`config.mk`:
```
export PLATFORM = sky130hd
export DESIGN_NAME = bht_ram
export DESIGN_NICKNAME = d
export VERILOG_FILES = /design/src/bht_ram.sv
export SDC_FILE = /design/constraint.sdc
export NUM_CORES = 1
export LEC_CHECK = 0
export BUFFER_PORTS_ARGS = -buffer_cell sky130_fd_sc_hd__buf_4
export CORE_MARGIN = 2
export CORE_UTILIZATION = 45
export DETAILED_ROUTE_END_ITERATION = 6
export MAX_ROUTING_LAYER = met4
export PLACE_DENSITY = 0.65
export SYNTH_ARGS = -nofsm -noshare
export SYNTH_HDL_FRONTEND = slang
export SYNTH_SLANG_ARGS = --single-unit
```
`constraint.sdc`:
```
create_clock -name clk -period 2.4 [get_ports clk]
set_input_delay 0.72 -clock clk [delete_from_list [all_inputs] [get_ports clk]]
set_output_delay 0.72 -clock clk [all_outputs]
set_load 0.05 [all_outputs]
```
`src/bht_ram.sv`:
```
`timescale 1ns / 1ps

module bht_ram #(
  parameter int WIDTH = 8,
  parameter int DEPTH = 16
) (
  input  logic                     clk,
  input  logic                     we,
  input  logic [$clog2(DEPTH)-1:0] waddr,
  input  logic [WIDTH-1:0]         wdata,
  input  logic [$clog2(DEPTH)-1:0] raddr,
  output logic [WIDTH-1:0]         rdata
);

  logic [WIDTH-1:0] mem [DEPTH];

  always_ff @(posedge clk) begin
    if (we) begin
      mem[waddr] <= wdata;
    end
    rdata <= mem[raddr];
  end

endmodule

```
==> metrics.md, run 1 <==
| Metric | Value |
|---|---|
| Max Slew Vio Count | `0` |
| Width of the die | `111.0 um` |
| CTS tree | `built` |
| Critical path destination | `rdata[3]` |
| Post-synthesis cell count | `229` |
| Setup crit end kind | `register` |
| Int Pwr | `0.004201 W` |
| Final setup viols | `0` |
| Final hold violation count | `0` |
| Worst Path Arrival | `2.05 ns` |
| Layout cells sized above 1 | `31.33%` |
| Net Count, Synth | `247` |
| Crit Path Category | `in -> reg` |
| Post-DP HPWL | `5.962 mm` |
| Sw frac | `20.13%` |
| Die height | `111.0 um` |
| RSZ-0062 raised after global routing | `false` |
| Area of the mapped netlist | `5147 sq um` |
| Full die area | `12310 sq um` |
| Post-Route WL | `9.463 mm` |
| Cell Pwr Density | `855.1 nW/um^2` |
| Seq/Total Area, Yosys | `77.78%` |
| GP Congestion | `0.7348` |
| I/O pin count | `26` |
| Final ANT Viol Nets | `0` |
| H-tree levels | `4` |
| Worst-case clock skew | `0.005111 ns` |
| Via count | `2394` |
| Clock Tree Buf Depth | `2` |
| VDD IR max | `0.5111 mV` |
| Syn. warnings | `0` |
| Multiplexer share of the synthesized area | `15.02%` |
| First-pass GRT wire length | `14.44 mm` |
| Period utilization | `73.87%` |
| Achievable Freq | `564.0 MHz` |
| Slew @ Worst Pin | `0.4423 ns` |
| Main synth FF type | `edfxtp_1` |
| Post-synthesis compound-gate area fraction | `2.333%` |
| Post-Synth Simple-Gate Area | `3.184%` |
| CP max FO | `18` |
| Clock slew at reported path FFs | `0.05 ns` |
| Worst-case reg-to-reg path depth | `3` |
| CP Launch Type | `primary input` |
| Flops & latches, synth | `136` |
| Resize count post-CTS | `0` |
| LEAKAGE | `2.113 nW` |
| CTS sink cnt | `136` |
| Latest clock arrival within the worst-skew pair | `0.40 ns` |
| Worst R2R Start | `mem[1][3]` |
| Cell variety after synth | `19` |
| Vias/cell | `5.404` |
| IO Port Bufs | `25` |
| # DRC | `0` |
| Max Cap Viol | `0` |
| Comb pwr share | `6.0%` |
| Initial drt markers | `148` |
| Initial antenna violation count | `0` |
| Hold Buf Count CTS | `0` |
| Starting Density | `45.67%` |
| Post-Syn Area per Cell | `22.48 sq um` |
| Fin crit period | `1.773 ns` |
| Run status | `complete, no violations` |
| Post-CTS setup buffer count | `0` |
| Wirelength per Cell | `21.36 um` |
| Max transition margin | `70.52%` |
| Fin cells | `443` |
| GRT Overall Usage | `16.91%` |
| Layout area overhead | `19.49%` |
| Drt pass-1 iters | `4` |
| Flop pwr share | `50.8%` |
| Nets | `306` |
| Placed cell count | `412` |
| Largest family of logic cells by synthesized area | `multiplexers` |
| N_diodes | `0` |
| Clock buffer count from CTS | `17` |
| Async SR Flop Fraction | `0%` |
| Post-synth EDFFs | `128` |
| Total power | `0.005260 W` |
| Reg2Reg Setup Slack | `1.04 ns` |
| Psw | `0.001059 W` |
| Largest net degree at the start of global routing | `33` |
| Xor and xnor area share after synthesis | `0%` |
| Worst r2r dst | `rdata[3]` |
| Power share of the clock group | `43.2%` |
| Vias in the first global route | `2498` |
| Critical path required time | `2.68 ns` |
| Worst Hold Class | `in -> reg` |
| Core area | `11270 sq um` |
| Area share of fa/ha/maj cells after synthesis | `0%` |
| Root Buffer | `clkbuf_16` |
| GR Overflow Total | `0` |
| Setup TNS | `0 ns` |
| Critical path origin | `raddr[0]` |
| Site row count | `39` |
-- synthesized netlist by cell type (2+ instances only) --
cell             instances  share of area, %
edfxtp_1               128                75
mux4_2                  18               7.9
a22oi_1                 16               2.3
mux4_1                  14               7.1
nor2_1                  13              0.95
nand2_1                  9              0.66
dfxtp_1                  8               3.1
nor3_1                   4              0.39
buf_2                    3              0.29
buf_6                    3              0.66
clkdlybuf4s25_2          3              0.58
nand2b_1                 2              0.24
nand3b_1                 2              0.29
-- through the flow --
| stage | instance area, sq um | util, % | setup WS, ns | hold slack (ns) |
|---|---|---|---|---|
| 6_report | 6151 | 54.57 | 0.6270 | 0.6159 |
| 3_3_place_gp | 5628 | 49.93 | 0.1705 | 0.6459 |
| 2_1_floorplan | 5147 | - | 0.1871 | 0.6293 |
| 3_5_place_dp | 5628 | 49.93 | 0.1997 | 0.6569 |
| 4_1_cts | 6151 | 54.57 | 0.6295 | 0.6016 |
| 5_1_grt | 6151 | 54.57 | 0.5459 | 0.6181 |
-- how the worst min path moves through the flow --
stage               start        end  slack [ns]  cells past startpoint
6_report         wdata[4]  mem[4][4]        0.62                      1
5_1_grt          wdata[4]  mem[4][4]        0.62                      1
4_1_cts          wdata[4]  mem[4][4]        0.60                      1
3_5_place_dp   mem[15][6]   rdata[6]        0.66                      3
3_3_place_gp   mem[14][6]   rdata[6]        0.65                      3
2_1_floorplan   mem[7][0]   rdata[0]        0.63                      3
-- power by group through the flow --
stage                     Clock, W  Combinational (W)  Sequential, W
after floorplan                  0           0.000135        0.00277
after global placement           0           0.000315        0.00272
after detailed placement         0           0.000319        0.00272
after CTS                  0.00231           0.000320        0.00267
after global routing       0.00241           0.000336        0.00267
final                      0.00227           0.000314        0.00267
-- flip-flops by register name, summed over array words and instances (netlist names) --
register,cells
rdata,8
mem,128
-- worst max-delay path: stages --
cell     delay, ns
buf_4         0.18
buf_12        0.20
mux4_1        0.57
a22oi_1       0.26
nand2_1       0.10
-- routing by layer --
metal | GRT usage (%) | vias up | share of wire [%]
met2 | 26.63 | 53 | 51
met3 | 4.155 | 6 | 3.2
met5 | - | - | 0
met4 | 6.500 | 0 | 1.0
li1 | - | 1084 | -
met1 | 21.57 | 1251 | 45
-- logic make-up after synthesis --
| group | count (synthesis) |
|---|---|
| buffers and inverters | 10 |
| and+or+nand+nor | 35 |
| DFF | 136 |
| AOI/OAI and AO/OA | 16 |
| muxes | 32 |
-- placed cells by master (no fill, tap or decap) --
cell type  netlist  layout
clkbuf_1         0       6
and2b_1          1       1
edfxtp_1       128     128
nor2b_1          1       1
nor3_1           4       4
nand3_1          1       1
nor2_1          13      13
mux4_2          18      18
clkbuf_8         0       4
buf_4            1      49
buf_12           0       1
nand3b_1         2       2
clkinv_2         0       4
dfxtp_1          8       8
a22oi_1         16      16
clkbuf_16        0      17
nand2_1          9       9
nand2b_1         2       2
or3b_2           1       1
mux4_1          14      14
and2_1           1       1
-- cell type report --
class                           count  area [sq um]
Sequential cell                   136          4004
Multi-Input combinational cell     83          1057
Timing Repair Buffer               50         387.9
Tap cell                          143         178.9
Clock buffer                       27         503.0
Fill cell                         841          5121
Clock inverter                      4         20.02
Note: power is estimated with default switching activity, not from simulation.
==> run 2, diff against run 1 <==
ABC_AREA = 1   (was not set)
PLACE_DENSITY = 0.67   (was 0.65)
clock period = 1.5 ns   (was 2.4 ns; I/O delays follow)
==> metrics.md, run 2 <==
| Metric | Value |
|---|---|
| Post-route cell area | `6850 sq um (+11%)` |
| Area of the mapped netlist | `5767 sq um (+12%)` |
| Site row count | `41 (+5.1%)` |
| Crit-path leading delay family | `flip-flops` |
| Most common cell after layout, fill and taps aside | `nand2_1` |
| Most frequent cells in the layout | `nand2_1, edfxtp_1, inv_1` |
| Crit Path Category | `reg -> out` |
| Via count | `3925 (+64%)` |
| Initial antenna violation count | `0 (unchanged)` |
| Area of the multi-input gates | `1214 sq um (+15%)` |
| Top cells by count, synth | `nand2_1, edfxtp_1, inv_1, nand3_1, nor2_1` |
| Largest registers | `mem: 128 flops, rdata: 8 flops` |
| Placed cell count | `753 (+83%)` |
| Clock Tree Buf Depth | `2 (unchanged)` |
| Seq/Total Area, Yosys | `69.43% (-8.4 points)` |
| Setup crit end kind | `primary output` |
| Hold path depth | `1 (unchanged)` |
| N_diodes | `0 (unchanged)` |
| Top-area cell type share of the netlist area | `66.65% (-8.0 points)` |
| Post-Syn Area per Cell | `10.47 sq um (-53%)` |
| Achievable Freq | `690.4 MHz` |
| Layout cells sized above 1 | `13.54% (-18 points)` |
| Worst-case clock skew | `0.01256 ns (+0.007447 ns)` |
| CP cell instances | `buf_6` |
| CTS tree | `built` |
| CP max FO | `1 (-17)` |
| First-pass GRT wire length | `19.91 mm (+38%)` |
| Fin crit period | `1.448 ns` |
| Final hold violation count | `0 (unchanged)` |
| Met3 GRT Util | `4.840% (+0.69 points)` |
| VDD IR max | `0.6177 mV (+21%)` |
| Post-synthesis cell count | `551 (+140%)` |
| Worst Path Arrival | `1.00 ns (-1.05 ns)` |
| Period utilization | `96.56%` |
| Resize count post-CTS | `0 (unchanged)` |
| Max Slew Vio Count | `0 (unchanged)` |
| # DRC | `0 (unchanged)` |
| Vias in the first global route | `3790 (+52%)` |
| Hold Buf Count CTS | `0 (unchanged)` |
| Max Cap Viol | `0 (unchanged)` |
| Area leader, netlist | `edfxtp_1` |
| Final ANT Viol Nets | `0 (unchanged)` |
| Latest clock arrival within the worst-skew pair | `0.42 ns (+0.02 ns)` |
| I/O pin count | `26 (unchanged)` |
| Largest register FFs | `128 (unchanged)` |
| Max transition margin | `79.24% (+8.7 points)` |
| Grt met1 use | `26.02% (+4.4 points)` |
| Largest stage delay on the critical path | `0.40 ns (-0.17 ns)` |
| Run status | `complete, no violations` |
| Syn. warnings | `0 (unchanged)` |
| Reg2Reg Setup Slack | `0.51 ns (-0.53 ns)` |
| CTS sink cnt | `136 (unchanged)` |
| Crit path buf inv count | `1 (-1)` |
| Clock buffer count from CTS | `17 (unchanged)` |
| Cell variety after synth | `12 (-7)` |
| Async SR Flop Fraction | `0% (unchanged)` |
| Cell Pwr Density | `1314 nW/um^2 (+54%)` |
| RSZ-0062 raised after global routing | `false` |
| Starting Density | `45.88% (+0.22 points)` |
| Fill cells | `1038 (+23%)` |
| Full die area | `13740 sq um (+12%)` |
| Worst hold endpoint | `mem[10][4]` |
| H-tree levels | `4 (unchanged)` |
| Dominant cell by count in the synthesized netlist | `nand2_1` |
| Largest reg by FF count | `mem` |
| Worst r2r dst | `rdata[4]` |
| Die height | `117.2 um (+5.6%)` |
| Final setup viols | `0 (unchanged)` |
| Worst Hold Class | `in -> reg` |
| Setup TNS | `0 ns (unchanged)` |
| LEAKAGE | `2.980 nW (+41%)` |
| Post-CTS setup buffer count | `0 (unchanged)` |
| Worst-case reg-to-reg path depth | `6 (+3)` |
| Busiest grt layer | `met2` |
| Post-DP HPWL | `7.821 mm (+31%)` |
| Sequential Area | `4004 sq um (unchanged)` |
| Post-synth EDFFs | `128 (unchanged)` |
| CP Launch Type | `register` |
| Critical-path top delay cell | `dfxtp_1` |
| Width of the die | `117.2 um (+5.6%)` |
| Largest net degree at the start of global routing | `65 (+97%)` |
| Core area | `12570 sq um (+11%)` |
| Origin of the worst min-delay path | `wdata[4]` |
| Net Count, Synth | `569 (+130%)` |
| Worst R2R Start | `mem[9][4]` |
| Drt pass-1 iters | `7 (+3)` |
| Root Buffer | `clkbuf_16` |
| Vias/cell | `5.000 (-7.5%)` |
| Slew @ Worst Pin | `0.3114 ns (-0.1308 ns)` |
| GP Congestion | `0.8227 (+12%)` |
| Clock slew at reported path FFs | `0.06 ns (about the same)` |
| Wirelength per Cell | `16.10 um (-25%)` |
| Flops & latches, synth | `136 (unchanged)` |
| GRT Overall Usage | `20.76% (+3.8 points)` |
| Initial drt markers | `348 (+140%)` |
| Critical path required time | `1.05 ns (-1.63 ns)` |
| Post-Route WL | `12.64 mm (+34%)` |
| Layout area overhead | `18.79%` |
| Met2 Use GR | `32.30% (+5.7 points)` |
| Largest cells by area after synthesis | `edfxtp_1, nand2_1, nand3_1` |
| Fin cells | `785 (+77%)` |
| Nets | `618 (+100%)` |
| Area of placed instances | `6259 sq um (+11%)` |
| Main synth FF type | `edfxtp_1` |
| IO Port Bufs | `25 (unchanged)` |
| GR Overflow Total | `0 (unchanged)` |
-- run 2: layout make-up --
class / count / share of cell area [%]
clock buffer: 17 / 6.210
tap: 172 / 3.142
sequential: 136 / 58.45
timing repair buffer: 54 / 6.575
inverter: 102 / 5.589
clock inverter: 15 / 2.320
multi-input combinational: 289 / 17.72
-- run 2: cell families (layout without fill, tap and decap cells) --
family / count (synthesis) / in the layout / synth area share, %
AND/OR/NAND/NOR: 289 / 289 / 21.05
flip-flops: 136 / 136 / 69.43
buffers and inverters: 126 / 188 / 9.525
-- run 2: worst max path at each step --
stage / startpoint / endpoint / slack [ns] / depth (start not counted)
after floorplan: waddr[3] / mem[4][0] / 0.1 / 2
after global placement: waddr[2] / mem[3][7] / 0.04 / 5
after detailed placement: raddr[0] / rdata[4] / 0.02 / 8
after CTS: rdata[2] / rdata[2] / 0.02 / 1
after global routing: rdata[5] / rdata[5] / 0.01 / 1
final: rdata[2] / rdata[2] / 0.05 / 1
-- run 2: where the power goes --
part / internal, W / switching [W] / leakage, nW / total, W
clock network: 0.00258 / 0.00150 / 0.277 / 0.00408
registers: 0.00425 / 0.0000298 / 1.22 / 0.00428
logic: 0.000200 / 0.000439 / 1.48 / 0.000639
-- run 2: per-layer routing --
| layer | part of all wire, % | vias to the layer above |
|---|---|---|
| li1 | - | 1873 |
| met1 | 42 | 1863 |
| met2 | 49 | 170 |
| met3 | 6.5 | 19 |
| met4 | 2.4 | 0 |
| met5 | 0 | - |
-- run 2: per-stage QoR --
stage | setup WS, ns | util [%] | hold WS (ns) | total power [W]
global route | 0.01287 | 54.50 | 0.3682 | 0.009288
detailed placement | 0.02392 | 49.80 | 0.6431 | 0.004985
finish | 0.05160 | 54.50 | 0.3629 | 0.009000
floorplan | 0.09916 | - | 0.5489 | 0.004735
global placement | 0.03613 | 49.80 | 0.6536 | 0.004975
CTS | 0.01803 | 54.45 | 0.3553 | 0.009054
