## src/bht_pkg.sv

```systemverilog
`timescale 1ns / 1ps

package bht_pkg;

  localparam int KEY_W = 32;
  localparam int VAL_W = 32;
  localparam int OP_W  = 2;
  localparam int ST_W  = 2;

  localparam int DEF_NUM_BUCKETS = 64;
  localparam int DEF_SLOTS       = 4;

  localparam logic [OP_W-1:0] OP_FIND   = 2'd0;
  localparam logic [OP_W-1:0] OP_INSERT = 2'd1;
  localparam logic [OP_W-1:0] OP_DELETE = 2'd2;

  localparam logic [ST_W-1:0] ST_OK        = 2'd0;
  localparam logic [ST_W-1:0] ST_NOT_FOUND = 2'd1;
  localparam logic [ST_W-1:0] ST_EXISTS    = 2'd2;
  localparam logic [ST_W-1:0] ST_FULL      = 2'd3;

endpackage

```

## src/bht_mod.sv

```systemverilog
`timescale 1ns / 1ps

module bht_mod #(
  parameter int DIVISOR = 64
) (
  input  logic                         clk,
  input  logic                         rst,
  input  logic                         start,
  input  logic [bht_pkg::KEY_W-1:0]    dividend,
  output logic                         done,
  output logic [$clog2(DIVISOR)-1:0]   rem
);
  import bht_pkg::*;

  localparam int               REM_W  = $clog2(DIVISOR);
  localparam int               PROD_W = 2 * KEY_W;
  localparam logic [KEY_W-1:0] RECIP  = KEY_W'((64'd1 << KEY_W) / 64'(DIVISOR));
  localparam logic [KEY_W-1:0] DIV_K  = KEY_W'(DIVISOR);

  logic [KEY_W-1:0]  x;
  logic [PROD_W-1:0] prod;
  logic [KEY_W-1:0]  quot;
  logic [KEY_W-1:0]  back;
  logic [KEY_W-1:0]  diff;
  logic [REM_W-1:0]  r;
  logic              prod_vld;
  logic              diff_vld;

  // truncated reciprocal gives a quotient low by at most one
  assign quot = prod[PROD_W-1 -: KEY_W];
  assign back = quot * DIV_K;

  always_ff @(posedge clk) begin
    if (rst) begin
      prod_vld <= 1'b0;
      diff_vld <= 1'b0;
      done     <= 1'b0;
    end else begin
      prod_vld <= start;
      diff_vld <= prod_vld;
      done     <= diff_vld;
    end
    if (start) begin
      x    <= dividend;
      prod <= PROD_W'(dividend) * PROD_W'(RECIP);
    end
    if (prod_vld) begin
      diff <= x - back;
    end
    if (diff_vld) begin
      if (diff >= DIV_K) begin
        r <= REM_W'(diff - DIV_K);
      end else begin
        r <= REM_W'(diff);
      end
    end
  end

  assign rem = r;

endmodule

```

## config.mk

```make
export PLATFORM = sky130hd
export DESIGN_NAME = bht_mod
export DESIGN_NICKNAME = d
export VERILOG_FILES = /design/src/bht_pkg.sv /design/src/bht_mod.sv
export SDC_FILE = /design/constraint.sdc
export NUM_CORES = 1
export LEC_CHECK = 0
export BUFFER_PORTS_ARGS = -buffer_cell sky130_fd_sc_hd__buf_4
export CELL_PAD_IN_SITES_DETAIL_PLACEMENT = 0
export CELL_PAD_IN_SITES_GLOBAL_PLACEMENT = 1
export CORE_ASPECT_RATIO = 0.75
export CORE_UTILIZATION = 32
export CTS_CLUSTER_DIAMETER = 50
export DETAILED_ROUTE_END_ITERATION = 6
export GPL_ROUTABILITY_DRIVEN = 0
export PLACE_DENSITY_LB_ADDON = 0.1
export SETUP_SLACK_MARGIN = 0.1
export SYNTH_ARGS = -nofsm -noshare
export SYNTH_HDL_FRONTEND = slang
export SYNTH_SLANG_ARGS = --single-unit
```

## constraint.sdc

```tcl
create_clock -name clk -period 1.84 [get_ports clk]
set_input_delay 0.276 -clock clk [delete_from_list [all_inputs] [get_ports clk]]
set_output_delay 0.276 -clock clk [all_outputs]
set_load 0.05 [all_outputs]
```

==> results of run 1 <==
flip-flops by register name, indices dropped and copies added (netlist names):
name	flops
diff	6
prod	6
rem	6
diff_vld	1
done	1
prod_vld	1
cell usage after synthesis, drive strengths merged:
master / n
dfxtp: 3
edfxtp: 18
nor2b: 3
worst max-delay path by stage:
stage	from	endpoint	slack, ns	cells after the start
after floorplan	rem[0]$_DFFE_PP_	rem[0]	0.96	0
final	rem[0]$_DFFE_PP_	rem[0]	0.70	1
after detailed placement	rem[0]$_DFFE_PP_	rem[0]	1.01	1
after CTS	rem[0]$_DFFE_PP_	rem[0]	0.68	1
after global routing	rem[3]$_DFFE_PP_	rem[3]	0.65	1
after global placement	rem[1]$_DFFE_PP_	rem[1]	1.03	1
metal layers:
| layer | part of all wire | up-vias | GRT usage |
|---|---|---|---|
| li1 | - | 127 | - |
| met1 | 0.42 | 114 | 0.0676 |
| met2 | 0.48 | 15 | 0.127 |
| met3 | 0.11 | 0 | 0.0341 |
| met4 | 0 | 0 | 0.0395 |
| met5 | 0 | - | 0 |
layout by cell type, fill, tap and decap left out:
cell,netlist,final
buf_4,0,15
clkbuf_4,0,3
clkinv_2,0,1
dfxtp_1,3,3
edfxtp_1,18,18
nor2b_1,3,3
kinds of logic after synthesis:
family           Yosys count
DFF                       21
and+or+nand+nor            3
cell type report:
cell class              count  area [sq um]  area share
repair buffers             15           113       0.143
clock inverters             1          5.00     0.00636
well taps                  22          27.5      0.0350
clock buffers               3          22.5      0.0286
multi-input cells           3          18.8      0.0238
flip-flops and latches     21           601       0.763
per-stage QoR:
stage / setup WS, ns / instance area [sq um]
after floorplan: 0.963 / 619
after global placement: 1.03 / 759
after global routing: 0.653 / 787
final: 0.699 / 787
after detailed placement: 1.01 / 759
after CTS: 0.683 / 787
power by group through the flow:
stage	Sequential (mW)	Clock, mW	Combinational (mW)
after floorplan	0.570	0	0.00171
after global placement	0.564	0	0.0259
after detailed placement	0.566	0	0.0270
after CTS	0.555	0.212	0.0270
after global routing	0.558	0.234	0.0285
final	0.554	0.204	0.0265
==> reports/qor.csv, run 1 <==
stage,metric,value,unit
outcome,outcome,"complete, no violations",
synth,synthSimpleGateAreaFrac,0.0303,
synth,synth-xor-area-share,0,
placed_design,dp.cells,61,
critical_path,cp_slowest_stage_delay,0.38,ns
clock_network,post-cts-setup-buffer-count,0,
clock_network,cts_sinks,21,
critical_path,reg2reg_slack,1.05,ns
power_and_ir_drop,seqPwrFrac,0.706,
drt,drtPass1Iterations,1,
global_routing,grt_usage,0.0702,
critical_path,path_buf_inv,1,
clock_network,cts_tree,done,
floorplan,die_y,40.1,um
hold_path,hp-start,rst,
global_routing,grt_max_degree,13,
synth,syn-cell-area,619,sq um
power_and_ir_drop,p_leak,0.292,nW
clock_network,clk_latency,0.29,ns
floorplan,rows,13,
critical_path,slowest_stage,edfxtp_1,
power_and_ir_drop,powerDensity,998,mW/mm^2
clock_network,cts_resized,0,
power_and_ir_drop,fin_total_pwr,785,uW
synth,synth_fa_ha_area_frac,0,
timing,rsz0062_at_grt,no,
synth,yosysUniqueCellTypes,3,
clock_network,cts.htree.levels,1,
floorplan,ios,42,
power_and_ir_drop,clock_power_share,0.260,
synth,yosysTopAreaCell,edfxtp_1,
timing,period_share,0.620,
hold_path,hold_class,in -> reg,
timing,post-route-min-period,1.14,ns
clock_network,cts_inserted_buffers,3,
final_layout,fin_util,0.444,
timing,maxSlewViolCount,0,
timing,tightest_slew,0.255,ns
final_layout,antenna_cells,0,
timing,skew,0.00775,ns
critical_path,crit_family,flip-flops,
hold_path,whs_path_depth,2,
hold_path,min_to,done$_SDFF_PP0_,
final_layout,drive_gt1_frac,0.442,
timing,hold_violations,0,
critical_path,r2r_end,rem[0]$_DFFE_PP_,
drt,drt-initial-drc-count,0,
global_routing,grt-ovfl-total,0,
synth,synthCells,24,
drt,ant_nets,0,
critical_path,required,1.56,ns
placed_design,port_buffers,15,
global_routing,antenna_found_initial,0,
critical_path,arrival,0.86,ns
power_and_ir_drop,sw_frac_of_total,0.185,
synth,ys_top_cells_by_area,"edfxtp_1 87%, dfxtp_1 9.7%, nor2b_1 3.0%",
drt,wl_per_cell,9.95,um
synth,ys_seq_elements,21,
critical_path,critPathKind,reg -> out,
critical_path,reg2reg_depth,0,
synth,synthMuxAreaShare,0,
power_and_ir_drop,p_int,640,uW
critical_path,path_cells,buf_4,
power_and_ir_drop,p_sw,145,uW
synth,ys_warn_count,0,
timing,whs,0.145,ns
global_routing,grt_pass1_wl,966,um
drt,drt-vias-per-instance,3.94,
synth,seq_area_frac_synth,0.970,
final_layout,nets,79,
clock_network,postCtsHoldBufs,0,
synth,postSynthAreaPerCell,25.8,sq um
critical_path,critPathCaptureType,output port,
power_and_ir_drop,pwr-share-comb,0.034,
timing,relSlewSlack,0.830,
timing,setup_viol,0,
job,cap_viol_max_count,0,
clock_network,cts-root-buf,clkbuf_4,
floorplan,die-area,0.00212,sq mm
floorplan,die_w,52.8,um
final_layout,instances_no_fill,65,
floorplan,coreArea,0.00177,sq mm
critical_path,rr_startpoint,diff_vld$_SDFF_PP0_,
drt,wirelength,647,um
clock_network,cts_max_path_buffers,2,
power_and_ir_drop,ir_drop,442,uV
synth,synth-compound-area-share,0,
synth,synth_top_area_frac,0.873,
critical_path,startpoint_type,flip-flop,
final_layout,area_growth_syn_to_layout,27.1,%
synth,synth_top_family_by_area,simple AND/OR/NAND/NOR gates,
synth,syn-num-nets,59,
critical_path,crit_fanout,1,
global_routing,grt_pass1_vias,254,
timing,fin_setup_tns,0,ns
final_layout,fillCellCount,161,
timing,max_freq,876,MHz
drt,drc_errors,0,
floorplan,initial_core_util,0.349,
clock_network,clk_pin_slew,0.11,ns
drt,dr_total_vias,256,
No activity file was read; power rests on OpenSTA's default activity.
==> run 2, diff against run 1 <==
--- a/config.mk
+++ b/config.mk
@@ -5,11 +5,12 @@
 export SDC_FILE = /design/constraint.sdc
 export NUM_CORES = 1
 export LEC_CHECK = 0
+export ABC_AREA = 1
 export BUFFER_PORTS_ARGS = -buffer_cell sky130_fd_sc_hd__buf_4
 export CELL_PAD_IN_SITES_DETAIL_PLACEMENT = 0
 export CELL_PAD_IN_SITES_GLOBAL_PLACEMENT = 1
 export CORE_ASPECT_RATIO = 0.75
-export CORE_UTILIZATION = 32
+export CORE_UTILIZATION = 27
 export CTS_CLUSTER_DIAMETER = 50
 export DETAILED_ROUTE_END_ITERATION = 6
 export GPL_ROUTABILITY_DRIVEN = 0
==> constraint.sdc (replaced) <==
create_clock -name clk -period 0.9 [get_ports clk]
set_input_delay 0.135 -clock clk [delete_from_list [all_inputs] [get_ports clk]]
set_output_delay 0.135 -clock clk [all_outputs]
set_load 0.05 [all_outputs]
==> run 2 against run 1 <==
The flow now finishes with violations (design-rule violations, negative setup slack). Worst hold slack lost 0.12 ns. Via count is 11% higher. Die area up 18%. Critical path depth unchanged. Non-clock buffer count increased by 5. Global-route usage down 0.36 points. Sequential cell count is the same. Power is 110% higher. Final cell count is 15% higher. Critical endpoint is now rem[1].
==> reports/qor.csv, run 2 <==
stage,metric,value,unit
drt,wl_per_cell,9.47,um
floorplan,rows,14,
critical_path,crit_fanout,1,
placed_design,port_buffers,15,
outcome,outcome,finished with violations,
critical_path,cp_slowest_stage_delay,0.41,ns
synth,synth_edf_count,18,
timing,period_share,1.11,
final_layout,antenna_cells,0,
floorplan,ios,42,
critical_path,rr_startpoint,prod_vld$_SDFF_PP0_,
critical_path,critPathCaptureType,output port,
clock_network,clk_pin_slew,0.10,ns
synth,postSynthAreaPerCell,23.1,sq um
synth,synth_flop_cell,edfxtp_1,
synth,syn-cell-area,623,sq um
floorplan,die_w,57.5,um
synth,ys_warn_count,0,
global_routing,grt_pass1_wl,1.20,mm
critical_path,critPathKind,reg -> out,
floorplan,coreArea,0.00208,sq mm
drt,wirelength,710,um
critical_path,setup.worst_path.start,rem[1]$_DFFE_PP_,
critical_path,crit_family,flip-flops,
synth,ys_seq_elements,21,
timing,max_freq,998,MHz
timing,fin_setup_tns,-0.486,ns
power_and_ir_drop,fin_total_pwr,1.67,mW
final_layout,nets,87,
clock_network,cts_inserted_buffers,3,
final_layout,drive_gt1_frac,0.412,
hold_path,hold_class,in -> reg,
critical_path,slowest_stage,edfxtp_1,
final_layout,mostFrequentLayoutCells,"18 x edfxtp_1, 8 x buf_4, 7 x buf_6",
synth,synth_top_area_frac,0.867,
job,cap_viol_max_count,0,
drt,ant_nets,0,
drt,drt-vias-per-instance,3.80,
synth,synthArstFlopShare,0,
timing,rsz0062_at_grt,yes,
synth,synthCells,27,
synth,seq_area_frac_synth,0.964,
clock_network,cts_sinks,21,
clock_network,cts_max_path_buffers,2,
clock_network,cts_tree,done,
timing,setup_viol,7,
floorplan,die_y,43.6,um
power_and_ir_drop,p_leak,0.329,nW
drt,drt-initial-drc-count,2,
synth,yosysMostFrequentCell,edfxtp_1,
global_routing,grt_usage,0.0666,
clock_network,clk_latency,0.28,ns
global_routing,grt_max_degree,12,
critical_path,required,0.76,ns
timing,maxSlewViolCount,0,
global_routing,antenna_found_initial,0,
drt,drtPass1Iterations,5,
timing,setup_ws,-0.102,ns
clock_network,cts.htree.levels,1,
global_routing,grt-ovfl-total,0,
timing,relSlewSlack,0.898,
global_routing,grt_pass1_vias,289,
synth,syn-num-nets,62,
timing,tightest_slew,0.153,ns
clock_network,cts-root-buf,clkbuf_4,
critical_path,path_cells,buf_6,
outcome,violations,"design-rule violations, negative setup slack",
power_and_ir_drop,ir_drop,973,uV
floorplan,initial_core_util,0.299,
final_layout,fin_util,0.418,
critical_path,arrival,0.87,ns
synth,yosysUniqueCellTypes,4,
drt,dr_total_vias,285,
final_layout,layout_commonest_cell,edfxtp_1,
timing,post-route-min-period,1.00,ns
critical_path,startpoint_type,flip-flop,
timing,skew,0.00134,ns
critical_path,path_buf_inv,1,
synth,yosysTopAreaCell,edfxtp_1,
hold_path,hp-start,dividend[0],
floorplan,die-area,0.00251,sq mm
final_layout,area_growth_syn_to_layout,40.0,%
power_and_ir_drop,powerDensity,1910,mW/mm^2
synth,synth_common_cells,"18 x edfxtp_1, 3 x dfxtp_1, 3 x inv_1, 3 x nor2_1",
synth,ys_top_cells_by_area,"edfxtp_1 87%, dfxtp_1 9.6%, inv_1 1.8%",
drt,drc_errors,1,
timing,hold_violations,0,
==> run 2: cell count changes after synthesis <==
cell	before	now
nor2b_1	3	0
nor2_1	0	3
inv_1	0	3
==> run 2: what timing repair did <==
| item | 4_1_cts | 5_1_grt |
|---|---|---|
| setup endpoints to repair | 19 | 7 |
| hold buffers | 1 | 4 |
| setup buffers | 0 | 0 |
| hold endpoints to repair | 3 | 4 |
| resized for setup | 10 | 0 |
==> run 2: path summary, 6_finish.rpt <==
kind | to | slack (ns) | cells past startpoint
worst min register to register | rem[3]$_DFFE_PP_ | 0.43 | 0
worst min-delay path | prod[26]$_DFFE_PP_ | 0.02 | 1
worst max-delay path | rem[1] | -0.10 | 1
worst max register to register | diff[0]$_DFFE_PP_ | 0.20 | 0
==> run 2: logic make-up (layout without fill, tap and decap cells) <==
| kind of cell | after synthesis | count (layout) | synth area share |
|---|---|---|---|
| buffers and inverters | 3 | 27 | 0.0181 |
| AND/OR/NAND/NOR | 3 | 3 | 0.0181 |
| flip-flops | 21 | 21 | 0.964 |
==> run 2: report_power, final <==
group | switching, mW | internal (mW) | total [mW]
logic | 0.0507 | 0.0543 | 0.105
registers | 0.0230 | 1.12 | 1.14
clock network | 0.246 | 0.172 | 0.418
total | 0.320 | 1.35 | 1.67
==> run 2: stage by stage <==
step	instance area (sq um)	hold WS (ns)	std cells	worst slack, ns
after floorplan	623	0.206	27	0.164
after global placement	766	0.312	66	0.125
after detailed placement	766	0.313	66	0.102
after CTS	832	0.00711	71	-0.123
after global routing	872	0.000872	75	-0.146
final	872	0.0222	75	-0.102
==> run 2: final cells by class <==
class                      count  area [sq um]
clock buffer                   4          26.3
fill                         180          1210
inverter                       3          11.3
multi-input combinational      3          11.3
sequential                    21           604
tap                           24          30.0
timing repair buffer          20           189
==> run 2: routing by layer <==
layer	vias up	track usage	share of wire
li1	145	-	-
met1	126	0.0723	0.45
met2	14	0.105	0.45
met3	0	0.0507	0.096
met4	0	0.0146	0
met5	-	0	0
